<file path="src/design/a85_pkg.sv">
// Types and constants of the ascii85 stream encoder.
package a85_pkg;

  localparam int NUM_DIGITS = 5;
  localparam int DIGIT_W    = 7;

  localparam logic [6:0]  LINE_LIMIT  = 7'd75;
  localparam logic [7:0]  OFFSET      = 8'd33;
  localparam logic [7:0]  DIGIT_MAX   = 8'd117;
  // floor(v / 85) == (v * RECIP) >> RECIP_SHIFT for any 32-bit v
  localparam logic [31:0] RECIP       = 32'd3233857729;
  localparam int          RECIP_SHIFT = 38;

  localparam logic [7:0] CH_Z     = 8'h7A;
  localparam logic [7:0] CH_CR    = 8'h0D;
  localparam logic [7:0] CH_LF    = 8'h0A;
  localparam logic [7:0] CH_TILDE = 8'h7E;
  localparam logic [7:0] CH_GT    = 8'h3E;

  typedef struct packed {
    logic [7:0] data_byte;
    logic       end_of_input;
  } a85_in_t;

  typedef struct packed {
    logic [7:0] out_char;
    logic       end_of_output;
  } a85_out_t;

  // One unit of work for the back end.
  typedef struct packed {
    logic [31:0] value;
    logic [2:0]  ndig;
    logic        zero;
    logic        crlf;
    logic        term;
  } a85_job_t;

  // Job plus its digits, most significant in entry 0.
  typedef struct packed {
    a85_job_t                                job;
    logic [NUM_DIGITS-1:0][DIGIT_W-1:0]      digits;
  } a85_grp_t;

endpackage

</file>
<file path="src/design/ascii85_stream_encoder.sv">
// Top level of the ascii85 stream encoder.
//
//   channel   handshake          payload                       direction
//   input     push / full        in_item  (data_byte, end)     into block
//   output    empty / pop        out_item (out_char, end)      out of block
//
// A byte is taken in every cycle while the job queue has room.
// Each group takes a setup multiply and, if not all zero, five divide-by-85
// converter steps, overlapped with emission of the previous group.
// Unless stalled, output runs one character per cycle, up to 7 per group
// plus "~>" at the end; output channel and converter set the sustained rate.
// rst is synchronous and clears queue, converter, sequencer and output.
// Either side may stall freely; stalls back up through the job queue.
module ascii85_stream_encoder #(
  parameter int QUEUE_DEPTH = 4
) (
  input  logic              clk,
  input  logic              rst,
  input  logic              push,
  output logic              full,
  input  a85_pkg::a85_in_t  in_item,
  output logic              empty,
  input  logic              pop,
  output a85_pkg::a85_out_t out_item
);

  a85_pkg::a85_job_t job;
  a85_pkg::a85_job_t q_head;
  a85_pkg::a85_grp_t grp;
  logic              job_push;
  logic              q_full;
  logic              q_empty;
  logic              q_pop;
  logic              grp_ready;
  logic              grp_take;
  logic              accept;

  assign full   = q_full;
  assign accept = push && !q_full;

  a85_front u_front (
    .clk      (clk),
    .rst      (rst),
    .in_item  (in_item),
    .accept   (accept),
    .job      (job),
    .job_push (job_push)
  );

  a85_queue #(
    .DEPTH (QUEUE_DEPTH)
  ) u_queue (
    .clk   (clk),
    .rst   (rst),
    .push  (job_push),
    .wdata (job),
    .full  (q_full),
    .pop   (q_pop),
    .rdata (q_head),
    .empty (q_empty)
  );

  a85_conv u_conv (
    .clk       (clk),
    .rst       (rst),
    .job_empty (q_empty),
    .job       (q_head),
    .job_pop   (q_pop),
    .grp       (grp),
    .grp_ready (grp_ready),
    .grp_take  (grp_take)
  );

  a85_emit u_emit (
    .clk       (clk),
    .rst       (rst),
    .grp       (grp),
    .grp_ready (grp_ready),
    .grp_take  (grp_take),
    .out_item  (out_item),
    .empty     (empty),
    .pop       (pop)
  );

endmodule

</file>
<file path="src/design/a85_front.sv">
// Byte gathering, group classification and line counting.
module a85_front (
  input  logic              clk,
  input  logic              rst,
  input  a85_pkg::a85_in_t  in_item,
  input  logic              accept,
  output a85_pkg::a85_job_t job,
  output logic              job_push
);

  logic [31:0] gval;
  logic [1:0]  fill;
  logic [6:0]  line;

  logic [31:0] placed;
  logic [31:0] nv;
  logic        grp_full;
  logic        zero;
  logic [6:0]  lc;
  logic        brk;
  logic        last;

  always_comb begin
    case (fill)
      2'd0:    placed = {in_item.data_byte, 24'd0};
      2'd1:    placed = {8'd0, in_item.data_byte, 16'd0};
      2'd2:    placed = {16'd0, in_item.data_byte, 8'd0};
      default: placed = {24'd0, in_item.data_byte};
    endcase
  end

  assign last     = in_item.end_of_input;
  assign nv       = gval | placed;
  assign grp_full = (fill == 2'd3);
  assign zero     = (nv == 32'd0);
  assign lc       = line + (zero ? 7'd1 : 7'd5);
  assign brk      = (lc >= a85_pkg::LINE_LIMIT);

  always_comb begin
    job.value = nv;
    job.zero  = grp_full && zero;
    job.crlf  = grp_full && brk;
    job.term  = last;
    if (grp_full) begin
      job.ndig = zero ? 3'd0 : 3'd5;
    end else if (last) begin
      job.ndig = {1'b0, fill} + 3'd2;
    end else begin
      job.ndig = 3'd0;
    end
  end

  assign job_push = accept && (grp_full || last);

  always_ff @(posedge clk) begin
    if (rst) begin
      gval <= '0;
      fill <= '0;
      line <= '0;
    end else if (accept) begin
      if (grp_full || last) begin
        gval <= '0;
        fill <= '0;
      end else begin
        gval <= nv;
        fill <= fill + 2'd1;
      end
      if (last) begin
        line <= '0;
      end else if (grp_full) begin
        line <= brk ? 7'd0 : lc;
      end
    end
  end

endmodule

</file>
<file path="src/design/a85_queue.sv">
// Short job queue between front and back end.
module a85_queue #(
  parameter int DEPTH = 4
) (
  input  logic              clk,
  input  logic              rst,
  input  logic              push,
  input  a85_pkg::a85_job_t wdata,
  output logic              full,
  input  logic              pop,
  output a85_pkg::a85_job_t rdata,
  output logic              empty
);

  localparam int PTR_W = (DEPTH > 1) ? $clog2(DEPTH) : 1;
  localparam int CNT_W = $clog2(DEPTH + 1);

  a85_pkg::a85_job_t mem [DEPTH];

  logic [PTR_W-1:0] wr_ptr;
  logic [PTR_W-1:0] rd_ptr;
  logic [CNT_W-1:0] count;
  logic             do_push;
  logic             do_pop;

  assign full    = (count == CNT_W'(DEPTH));
  assign empty   = (count == '0);
  assign do_push = push && !full;
  assign do_pop  = pop && !empty;
  assign rdata   = mem[rd_ptr];

  always_ff @(posedge clk) begin
    if (do_push) begin
      mem[wr_ptr] <= wdata;
    end
  end

  always_ff @(posedge clk) begin
    if (rst) begin
      wr_ptr <= '0;
      rd_ptr <= '0;
      count  <= '0;
    end else begin
      if (do_push) begin
        wr_ptr <= (wr_ptr == PTR_W'(DEPTH - 1)) ? '0 : wr_ptr + 1'b1;
      end
      if (do_pop) begin
        rd_ptr <= (rd_ptr == PTR_W'(DEPTH - 1)) ? '0 : rd_ptr + 1'b1;
      end
      if (do_push && !do_pop) begin
        count <= count + 1'b1;
      end else if (do_pop && !do_push) begin
        count <= count - 1'b1;
      end
    end
  end

endmodule

</file>
<file path="src/design/a85_conv.sv">
// Base-85 digit converter: one reciprocal multiply per digit.
module a85_conv (
  input  logic              clk,
  input  logic              rst,
  input  logic              job_empty,
  input  a85_pkg::a85_job_t job,
  output logic              job_pop,
  output a85_pkg::a85_grp_t grp,
  output logic              grp_ready,
  input  logic              grp_take
);

  localparam logic [1:0] ST_IDLE = 2'd0;
  localparam logic [1:0] ST_CONV = 2'd1;
  localparam logic [1:0] ST_DONE = 2'd2;

  localparam logic [2:0] LAST_STEP = 3'd4;
  localparam int         Q_W       = 64 - a85_pkg::RECIP_SHIFT;

  logic [1:0]  state;
  logic [2:0]  cnt;
  logic [31:0] cur;
  logic [63:0] prod;
  a85_pkg::a85_job_t jobr;
  logic [a85_pkg::NUM_DIGITS-1:0][a85_pkg::DIGIT_W-1:0] digs;

  logic [Q_W-1:0] q;
  logic [31:0]    q_ext;
  logic [31:0]    q85;
  logic [31:0]    rem;
  logic [31:0]    mul_a;
  logic [63:0]    prod_next;
  logic           can_load;

  assign q     = prod[63:a85_pkg::RECIP_SHIFT];
  assign q_ext = 32'(q);
  assign q85   = (q_ext << 6) + (q_ext << 4) + (q_ext << 2) + q_ext;
  assign rem   = cur - q85;

  assign can_load  = (state == ST_IDLE) || ((state == ST_DONE) && grp_take);
  assign job_pop   = can_load && !job_empty;
  assign mul_a     = job_pop ? job.value : q_ext;
  assign prod_next = 64'(mul_a) * 64'(a85_pkg::RECIP);

  assign grp_ready  = (state == ST_DONE);
  assign grp.job    = jobr;
  assign grp.digits = digs;

  always_ff @(posedge clk) begin
    if (rst) begin
      state <= ST_IDLE;
      cnt   <= '0;
    end else if (job_pop) begin
      cnt   <= '0;
      state <= (job.ndig == 3'd0) ? ST_DONE : ST_CONV;
    end else begin
      case (state)
        ST_CONV: begin
          cnt <= cnt + 3'd1;
          if (cnt == LAST_STEP) begin
            state <= ST_DONE;
          end
        end
        ST_DONE: begin
          if (grp_take) begin
            state <= ST_IDLE;
          end
        end
        default: begin
          state <= ST_IDLE;
        end
      endcase
    end
  end

  always_ff @(posedge clk) begin
    if (job_pop) begin
      jobr <= job;
      cur  <= job.value;
      prod <= prod_next;
    end else if (state == ST_CONV) begin
      digs[LAST_STEP - cnt] <= rem[a85_pkg::DIGIT_W-1:0];
      cur  <= q_ext;
      prod <= prod_next;
    end
  end

endmodule

</file>
<file path="src/design/a85_emit.sv">
// Character sequencer with output register.
module a85_emit (
  input  logic              clk,
  input  logic              rst,
  input  a85_pkg::a85_grp_t grp,
  input  logic              grp_ready,
  output logic              grp_take,
  output a85_pkg::a85_out_t out_item,
  output logic              empty,
  input  logic              pop
);

  localparam logic [3:0] SLOT_Z     = 4'd0;
  localparam logic [3:0] SLOT_D0    = 4'd1;
  localparam logic [3:0] SLOT_D1    = 4'd2;
  localparam logic [3:0] SLOT_D2    = 4'd3;
  localparam logic [3:0] SLOT_D3    = 4'd4;
  localparam logic [3:0] SLOT_D4    = 4'd5;
  localparam logic [3:0] SLOT_CR    = 4'd6;
  localparam logic [3:0] SLOT_LF    = 4'd7;
  localparam logic [3:0] SLOT_TILDE = 4'd8;
  localparam logic [3:0] SLOT_GT    = 4'd9;
  localparam int         NSLOT      = 10;

  logic [NSLOT-1:0]  mask;
  a85_pkg::a85_grp_t gr;
  logic              ovalid;
  a85_pkg::a85_out_t oitem;

  logic [3:0]        sel;
  logic              advance;
  logic [NSLOT-1:0]  mask_left;
  logic [NSLOT-1:0]  new_mask;
  logic [4:0]        dig_en;
  logic [7:0]        ch;

  always_comb begin
    sel = '0;
    for (int i = NSLOT - 1; i >= 0; i--) begin
      if (mask[i]) begin
        sel = 4'(i);
      end
    end
  end

  assign advance   = (mask != '0) && (!ovalid || pop);
  assign mask_left = advance ? (mask & ~(NSLOT'(1) << sel)) : mask;
  assign grp_take  = grp_ready && (mask_left == '0);

  always_comb begin
    for (int i = 0; i < 5; i++) begin
      dig_en[i] = (3'(i) < grp.job.ndig);
    end
  end

  assign new_mask = {grp.job.term, grp.job.term, grp.job.crlf, grp.job.crlf,
                     dig_en, grp.job.zero};

  always_comb begin
    case (sel)
      SLOT_Z:     ch = a85_pkg::CH_Z;
      SLOT_D0:    ch = {1'b0, gr.digits[0]} + a85_pkg::OFFSET;
      SLOT_D1:    ch = {1'b0, gr.digits[1]} + a85_pkg::OFFSET;
      SLOT_D2:    ch = {1'b0, gr.digits[2]} + a85_pkg::OFFSET;
      SLOT_D3:    ch = {1'b0, gr.digits[3]} + a85_pkg::OFFSET;
      SLOT_D4:    ch = {1'b0, gr.digits[4]} + a85_pkg::OFFSET;
      SLOT_CR:    ch = a85_pkg::CH_CR;
      SLOT_LF:    ch = a85_pkg::CH_LF;
      SLOT_TILDE: ch = a85_pkg::CH_TILDE;
      SLOT_GT:    ch = a85_pkg::CH_GT;
      default:    ch = a85_pkg::CH_GT;
    endcase
  end

  assign out_item = oitem;
  assign empty    = !ovalid;

  always_ff @(posedge clk) begin
    if (rst) begin
      mask   <= '0;
      ovalid <= 1'b0;
    end else begin
      mask <= grp_take ? new_mask : mask_left;
      if (advance) begin
        ovalid <= 1'b1;
      end else if (pop) begin
        ovalid <= 1'b0;
      end
    end
  end

  always_ff @(posedge clk) begin
    if (advance) begin
      oitem.out_char      <= ch;
      oitem.end_of_output <= (sel == SLOT_GT);
    end
    if (grp_take) begin
      gr <= grp;
    end
  end

endmodule

</file>
<file path="config.mk">
export PLATFORM = sky130hd
export DESIGN_NAME = ascii85_stream_encoder
export DESIGN_NICKNAME = d
export VERILOG_FILES = /design/src/design/a85_pkg.sv /design/src/design/ascii85_stream_encoder.sv /design/src/design/a85_front.sv /design/src/design/a85_queue.sv /design/src/design/a85_conv.sv /design/src/design/a85_emit.sv
export SDC_FILE = /design/constraint.sdc
export NUM_CORES = 1
export LEC_CHECK = 0
export ABC_AREA = 0
export BUFFER_PORTS_ARGS = -buffer_cell sky130_fd_sc_hd__buf_4
export CELL_PAD_IN_SITES_DETAIL_PLACEMENT = 0
export CELL_PAD_IN_SITES_GLOBAL_PLACEMENT = 1
export CORE_AREA = 2 2 220 222
export DETAILED_ROUTE_END_ITERATION = 16
export DIE_AREA = 0 0 222 224
export PLACE_DENSITY = 0.83
export SLEW_MARGIN = 20
export SYNTH_ARGS = -nofsm -noshare
export SYNTH_HDL_FRONTEND = slang
export SYNTH_HIERARCHICAL = 1
export SYNTH_SLANG_ARGS = --single-unit
</file>
<file path="constraint.sdc">
create_clock -name clk -period 31.4 [get_ports clk]
set_clock_uncertainty 0.1 [all_clocks]
set_input_delay 3.14 -clock clk [delete_from_list [all_inputs] [get_ports clk]]
set_output_delay 3.14 -clock clk [all_outputs]
set_load 0.05 [all_outputs]
</file>
-- Yosys cells after proc, flatten, opt, wreduce, memory -nomap -nowiden
Memory sizes are Yosys's and may differ from the RTL's. A register that Yosys moved wholly into a read port is not among the register bits.
Index checks and enable logic that the tools add are counted.
- flip-flop bits (word level): 220
- RAM bits: 152
- input port bits: 13
- output and inout port bits: 11
- word-level logic and storage cells: 164
- memories kept: 1
- memory list (memory ; words ; width ; read ports ; clocked after memory_dff ; wr ports ; RTL line ; RTL):
    u_queue.mem ; 4 ; 38 ; 1 ; 1 ; 1 ; a85_queue.sv:18 ; a85_pkg::a85_job_t mem [DEPTH];
- add/subtract/negate cells: 18
- multipliers: 1
- magnitude comparators: 8
- equality and inequality tests: 20
- shifts and indexed selects: 1
- mux-type cells: 46
- bitwise gates (word level): 4
- reduce and logical (&&, ||, !) cells: 37
- operators by type and width (kind ; number):
    $mux 64 ; 2
    $pmux 32 s3 ; 1
    $pmux 8 s9 ; 1
    $mul 32x32->64 const B ; 1
    $mux 32 ; 2
    $mux 7 ; 6
    $add 7x6->8 const B ; 5
    $mux 4 ; 10
    $bwmux 35 ; 1
    $logic_not 32->1 ; 1
    $or 32x32->32 ; 1
    $add 7x7->7 ; 4
    $demux 7 s3 ; 1
    $mux 10 ; 2
    $mux 2 ; 9
    $mux 3 ; 6
    $eq 4x3->1 const B ; 4
    $logic_and 1x1->1 ; 13
    $and 10x10->10 ; 1
    $eq 2x2->1 const B ; 5
    $logic_not 10->1 ; 1
    $not 10->10 ; 1
    $reduce_bool 10->1 ; 1
    $shl 1x4->10 const A ; 1
    other kinds (30) ; 55

-- Longest topological paths before layout
Gate-level depths: netlist of the first run.
- depth in word-level cells: 23
- gate-level depth with buffers: 38
- gate-level depth less buffers: 34

-- Modules after synthesis
The synthesis of the first run kept the hierarchy.
- modules (own cells, without submodules) (module ; instances ; cells an instance ; area each (um2)):
    a85_conv ; 1 ; 1387 ; 14814.2
    a85_queue ; 1 ; 248 ; 5973.2
    a85_emit ; 1 ; 232 ; 2740.1
    a85_front ; 1 ; 245 ; 2142.1
    ascii85_stream_encoder ; 1 ; 1 ; 13.8

-- Worst setup path after synthesis of the first run
OpenSTA, ideal clock, no wires.
- path type: input port to flip-flop
- start point: in pop
- end point: reg u_conv.prod[58], data pin
- library setup time: 0.262 ns
- arrival time: 14.535 ns
- required time: 31.038 ns
- slack: 16.503 ns
- stages: 34
- path buffers: 3
- cells stage by stage: nor2b_1 > nor2_1 > nand2_1 > o21ai_0 > a21o_1 > nand2_1 > nor3_1 > nand2b_1 > and2_1 > clkbuf_1 > buf_1 > clkbuf_1 > nand2_1 > inv_1 > ha_1 > ha_1 > ha_1 > ha_1 > inv_1 > fa_1 > fa_1 > fa_1 > inv_1 > ha_1 > ha_1 > a211oi_1 > nor2_1 > a311o_1 > a41o_1 > a31oi_4 > o221ai_4 > a41oi_1 > o21ai_1 > xor2_1
- longest elaborated chain between the ends: 12
- ends and longest elaborated chain (item ; RTL line ; RTL):
    from (decl) ; ascii85_stream_encoder.sv:23 ; input logic pop,
    $logic_or 1x1->1 * ; a85_emit.sv:46 ; assign advance = (mask != '0) && (!ovalid || pop);
    $logic_and 1x1->1 * ; a85_emit.sv:46 ;
    $mux 10 * ; a85_emit.sv:47 ; assign mask_left = advance ? (mask & ~(NSLOT'(1) << sel)) : mask;
    $logic_not 10->1 * ; a85_emit.sv:48 ; assign grp_take = grp_ready && (mask_left == '0);
    $logic_and 1x1->1 * ; a85_emit.sv:48 ;
    via grp_take ; ascii85_stream_encoder.sv:35 ; logic grp_take;
    $logic_and 1x1->1 * ; a85_conv.sv:40 ; assign can_load = (state == ST_IDLE) || ((state == ST_DONE) && grp_take);
    $logic_or 1x1->1 * ; a85_conv.sv:40 ;
    $logic_and 1x1->1 * ; a85_conv.sv:41 ; assign job_pop = can_load && !job_empty;
    via q_pop ; ascii85_stream_encoder.sv:33 ; logic q_pop;
    $mux 32 * ; a85_conv.sv:42 ; assign mul_a = job_pop ? job.value : q_ext;
    $mul 32x32->64 * ; a85_conv.sv:43 ; assign prod_next = 64'(mul_a) * 64'(a85_pkg::RECIP);
    via u_conv.prod_next[58] ; a85_conv.sv:32 ; logic [63:0] prod_next;
    $mux 64 ; a85_conv.sv:81 ; end else if (state == ST_CONV) begin
    $mux 64 * ; a85_conv.sv:77 ; if (job_pop) begin
    to (signal assigned) ; a85_conv.sv:80 ; prod <= prod_next;
    to (signal assigned) ; a85_conv.sv:84 ; prod <= prod_next;
    to (decl) ; a85_conv.sv:23 ; logic [63:0] prod;
Mark *: on every way through the listed nets, which the timed path passes. The rest lies on a longest branch. The select of a mux whose other input is x is not followed.
A chain may end at the register's enable or synchronous reset.

-- Worst setup path in the final report of the first run
- start point: in pop
- end point: reg u_conv.prod[61], data pin
The elaborated chain is that of the path after synthesis.

==> results.json, run 1 <==
{
  "finalHoldViolations": 0,
  "required_ns": 31.60,
  "finalMaxSlewViolations": 0,
  "clk_latency_ns": 0.56,
  "grt_max_degree": 52,
  "grt_pass1_vias": 16000,
  "fmax_mhz": 79.9,
  "diodes": 0,
  "syn_area_per_cell_sq_um": 11.9,
  "routed_wirelength_mm": 56.1,
  "initial_core_util_pct": 52.2,
  "timing_worst_setup_path_type": "in2reg",
  "clock_path_buffers": 3,
  "slowest_stage": "mux2i_1",
  "via_count": 15500,
  "htree_levels": 1,
  "cp-end-kind": "flop",
  "io_pins": 24,
  "numCtsBuffers": 30,
  "antenna_found_initial": 0,
  "clock-sinks": 336,
  "drive_above_1_share_pct": 9.09,
  "relSlewSlack_pct": 28.4,
  "ctsHoldBuffers": 0,
  "die_w_microns": 222,
  "tightest_slew_ns": 1.07,
  "finalCritPeriodShare_pct": 39.9,
  "post_cts_resized": 0,
  "maxCapViolations": 0,
  "crit_path_max_fanout": 51,
  "grtUsageTotal_pct": 23.3,
  "die_area_sq_um": 49700,
  "drt_iter0_markers": 989,
  "worst_ep_arrival_time_ns": 12.72,
  "final_nets": 2617,
  "cts_setup_buffers": 0,
  "grt_pass1_wl_mm": 89.5,
  "synthCells": 2081,
  "grt.overflow.total": 0,
  "fin_crit_ns": 12.52,
  "port_buffers": 23,
  "tns_ns": 0,
  "viasPerCell": 5.68,
  "dr.pass1.iters": 6,
  "crit_top_cell": "ha_1",
  "gp_congestion": 0.989,
  "cts.clk_slew.worst_paths_ns": 0.07,
  "cts_tree": "yes",
  "netlist_area_sq_um": 24700,
  "hp-class": "reg2reg",
  "cts_root_buffer": "clkbuf_16",
  "rsz0062_at_grt": "false",
  "wl_per_cell_microns": 20.6,
  "syn-num-nets": 2609,
  "drc_errors": 0,
  "die_y_microns": 224,
  "setup_viol": 0,
  "core_sq_um": 47300,
  "syn_to_final_growth_pct": 7.00,
  "ant_nets": 0,
  "ys_warn_count": 6,
  "outcome": "completed",
  "critical-path-max-stage-delay_ns": 0.70,
  "startpoint_type": "primary input",
  "num_rows": 80,
  "hpwlAfterDp_mm": 44.9
}
[registers in the layout, indices dropped and copies added, names as in the netlist, named ones only]
name and cells:
u_conv/prod 26, u_front/line 7, u_emit/ovalid 1, u_emit/out_item 9, u_conv/state 2, u_front/fill 2
u_queue/rd_ptr 2, u_conv/cur 7, u_queue/count 3, u_conv/cnt 3, u_emit/gr 35, u_queue/mem 152
u_front/gval 32, u_emit/mask 10, u_conv/grp 41, u_queue/wr_ptr 2
[placed cells by master (no fill, tap or decap), types with 5 or more instances in the layout]
cell type and count:
fa_1 172, a21o_2 5, o21ai_0 54, mux2i_1 16
and2_1 10, buf_4 32, nand3_1 34, mux2_2 11
nor2_1 82, nand4_1 16, a221oi_1 5, nand2b_1 10
or3_1 7, mux4_2 38, xnor2_1 34, nor4_1 10
o21a_1 10, dfxtp_1 65, and3_1 5, o22ai_1 9
clkbuf_1 6, inv_1 384, a21oi_1 95, nor2b_1 9
and3_2 8, nor3_1 20, a21o_1 58, a31oi_1 7
o211a_1 17, nand2_1 69, ha_1 343, edfxtp_1 270
xor2_1 24, clkbuf_16 31, o21bai_1 8, o211ai_1 12
[through the flow]
step / cells / setup WS [ns] / cell area [sq um] / hold slack (ns) / utilization (%)
CTS: 2728 / 18.96 / 26400 / 0.315 / 55.9
finish: 2728 / 18.88 / 26500 / 0.312 / 55.9
detailed placement: 2672 / 18.39 / 25500 / 0.305 / 53.8
global route: 2728 / 18.28 / 26500 / 0.322 / 55.9
floorplan: 2081 / 17.12 / 24700 / 0.300 / -
global placement: 2672 / 18.55 / 25500 / 0.301 / 53.8
[critical path: cells and delay by family]
kind / cells / cell delay, ns
adders and majority gates: 9 / 3.71
AOI/OAI and AO/OA: 9 / 2.24
buffers and inverters: 6 / 1.43
and+or+nand+nor: 8 / 1.28
muxes: 1 / 0.70
xor gates and xnor gates: 1 / 0.17
[layout make-up]
class                      instances  area [sq um]
clock inverter                    17           169
tap                              615           769
inverter                         385          1450
timing repair buffer              32           240
fill                            3926         20900
sequential                       336          9430
multi-input combinational       1304         13600
clock buffer                      39           826
[path summary, 6_finish.rpt]
check / startpoint / endpoint / slack (ns) / cells after the start
setup / recovery: pop / u_conv/prod[61] / 18.88 / 34
hold / removal: u_conv/grp[23] / u_emit/gr[23] / 0.31 / 0
setup reg to reg: u_emit/mask[2] / u_conv/prod[61] / 20.40 / 32
hold reg to reg: u_conv/grp[23] / u_emit/gr[23] / 0.31 / 0
[per-layer routing]
metal | vias up | global-route usage, % | wire length [microns]
met5 | - | 0 | 0
met2 | 383 | 38.9 | 26400
met3 | 74 | 3.49 | 2680
li1 | 7326 | - | -
met4 | 0 | 6.69 | 1710
met1 | 7704 | 31.8 | 25300
Power of run 1 is left out: the tool's default activity adds up to more than one toggle a clock period on the data nets, which glitch-free logic cannot reach.
==> run 2: changes to the inputs <==
CORE_AREA = 2 2 232 234   (was 2 2 220 222)
DIE_AREA = 0 0 234 236   (was 0 0 222 224)
PLACE_DENSITY = 0.79   (was 0.83)
clock period = 11.15 ns   (was 31.4 ns; I/O delays follow)
==> run 2 against run 1 <==
- die area increased by 11%
- sequential share of layout area decreased by 0.31 points
- final area increased by 0.88%
- critical path depth decreased by 3
- clock-buffer cell count increased by 7
- non-clock buffer count increased by 2
- core utilization decreased by 5.6 points
- final cell count increased by 3.3%
==> results.json, run 2 (synthesis gave the netlist of run 1 again) <==
{
  "outcome": "completed",
  "diodes": 0,
  "viasPerCell": 5.47,
  "fmax_mhz": 96.1,
  "gp_congestion": 0.975,
  "die_w_microns": 234,
  "hpwlAfterDp_mm": 46.3,
  "grt_pass1_wl_mm": 91.8,
  "clk_latency_ns": 0.54,
  "cts_root_buffer": "clkbuf_16",
  "required_ns": 11.33,
  "cp-end-kind": "flop",
  "regArea_sq_um": 9430,
  "initial_core_util_pct": 46.6,
  "post_cts_resized": 0,
  "final_common_cell": "inv_1",
  "finalCritPeriodShare_pct": 93.3,
  "final_nets": 2624,
  "slowest_stage": "nor4_4",
  "drc_errors": 0,
  "multi_input_area_sq_um": 13600,
  "clock-sinks": 336,
  "wl_per_cell_microns": 20.4,
  "grt.overflow.total": 0,
  "final.setup.worst_slack_ns": 0.742,
  "fin_crit_ns": 10.41,
  "rsz0062_at_grt": "false",
  "setup_viol": 0,
  "crit_path_max_fanout": 32,
  "antenna_found_initial": 0,
  "timing_worst_setup_path_type": "reg2reg",
  "core_sq_um": 53100,
  "grt_max_degree": 39,
  "clock_path_buffers": 3,
  "drive_above_1_share_pct": 9.33,
  "numCtsBuffers": 35,
  "port_buffers": 23,
  "dr.pass1.iters": 5,
  "fillers": 4651,
  "hp-class": "reg2reg",
  "final_cells": 2819,
  "mostFrequentLayoutCells": "inv_1, ha_1, edfxtp_1",
  "routed_wirelength_mm": 57.6,
  "grtUsageTotal_pct": 21.6,
  "die_area_sq_um": 55200,
  "cts_tree": "yes",
  "ant_nets": 0,
  "drt_iter0_markers": 1067,
  "worst_ep_arrival_time_ns": 10.58,
  "maxCapViolations": 0,
  "grt_pass1_vias": 16200,
  "critical-path-max-stage-delay_ns": 0.62,
  "whs_path_depth": 0,
  "via_count": 15400,
  "largest_register": "u_queue/mem",
  "largest_reg_flops": 152,
  "dp.cells": 2755,
  "place_area_sq_um": 25600,
  "die_y_microns": 236,
  "htree_levels": 2,
  "finalHoldViolations": 0,
  "startpoint_type": "flop",
  "num_rows": 85,
  "finalInstanceArea_sq_um": 26700,
  "ctsHoldBuffers": 0,
  "io_pins": 24,
  "crit_top_cell": "ha_1",
  "finalMaxSlewViolations": 0,
  "place_ws_ns": 0.394,
  "tns_ns": 0,
  "cts_setup_buffers": 0,
  "relSlewSlack_pct": 27.4,
  "reg2regPathDepth": 31,
  "cts.clk_slew.worst_paths_ns": 0.06,
  "tightest_slew_ns": 1.08,
  "syn_to_final_growth_pct": 7.94
}
-- run 2: area by class of cell --
cell class | count | share of cell area, %
Clock buffer | 46 | 3.52
Timing Repair Buffer | 34 | 0.956
Tap cell | 696 | 3.26
Clock inverter | 18 | 0.610
Inverter | 385 | 5.43
Sequential cell | 336 | 35.3
Multi-Input combinational cell | 1304 | 50.9
-- run 2: worst paths after layout --
| check | from | to | slack [ns] |
|---|---|---|---|
| max | u_emit/mask[2] | u_conv/prod[61] | 0.74 |
| min | u_conv/grp[17] | u_emit/gr[17] | 0.31 |
| min reg2reg | u_conv/grp[17] | u_emit/gr[17] | 0.31 |
| max reg2reg | u_emit/mask[2] | u_conv/prod[61] | 0.74 |
-- run 2: critical path, delay by kind of cell, from the launching register on --
family | cells | cell delay, ns
compound gates | 9 | 2.26
xor+xnor | 1 | 0.17
fa+ha+maj | 9 | 3.68
buf+inv | 4 | 0.71
flops | 1 | 0.46
mux | 1 | 0.62
simple gates | 7 | 2.10
-- run 2: through the flow --
stage	hold WS [ns]	utilization, %
5_1_grt	0.322	50.3
2_1_floorplan	0.300	-
6_report	0.312	50.3
3_3_place_gp	0.302	48.2
3_5_place_dp	0.305	48.2
4_1_cts	0.311	50.3
-- run 2: routing by layer --
metal	routed length, microns	up-vias	part of all wire (%)	GRT usage, %
met5	0	-	0	0
met4	1620	0	2.8	5.96
met3	1750	71	3.0	1.83
met2	27900	281	48	36.2
met1	26300	7743	46	29.9
li1	-	7313	-	-
Power of run 2 is left out for the same reason.
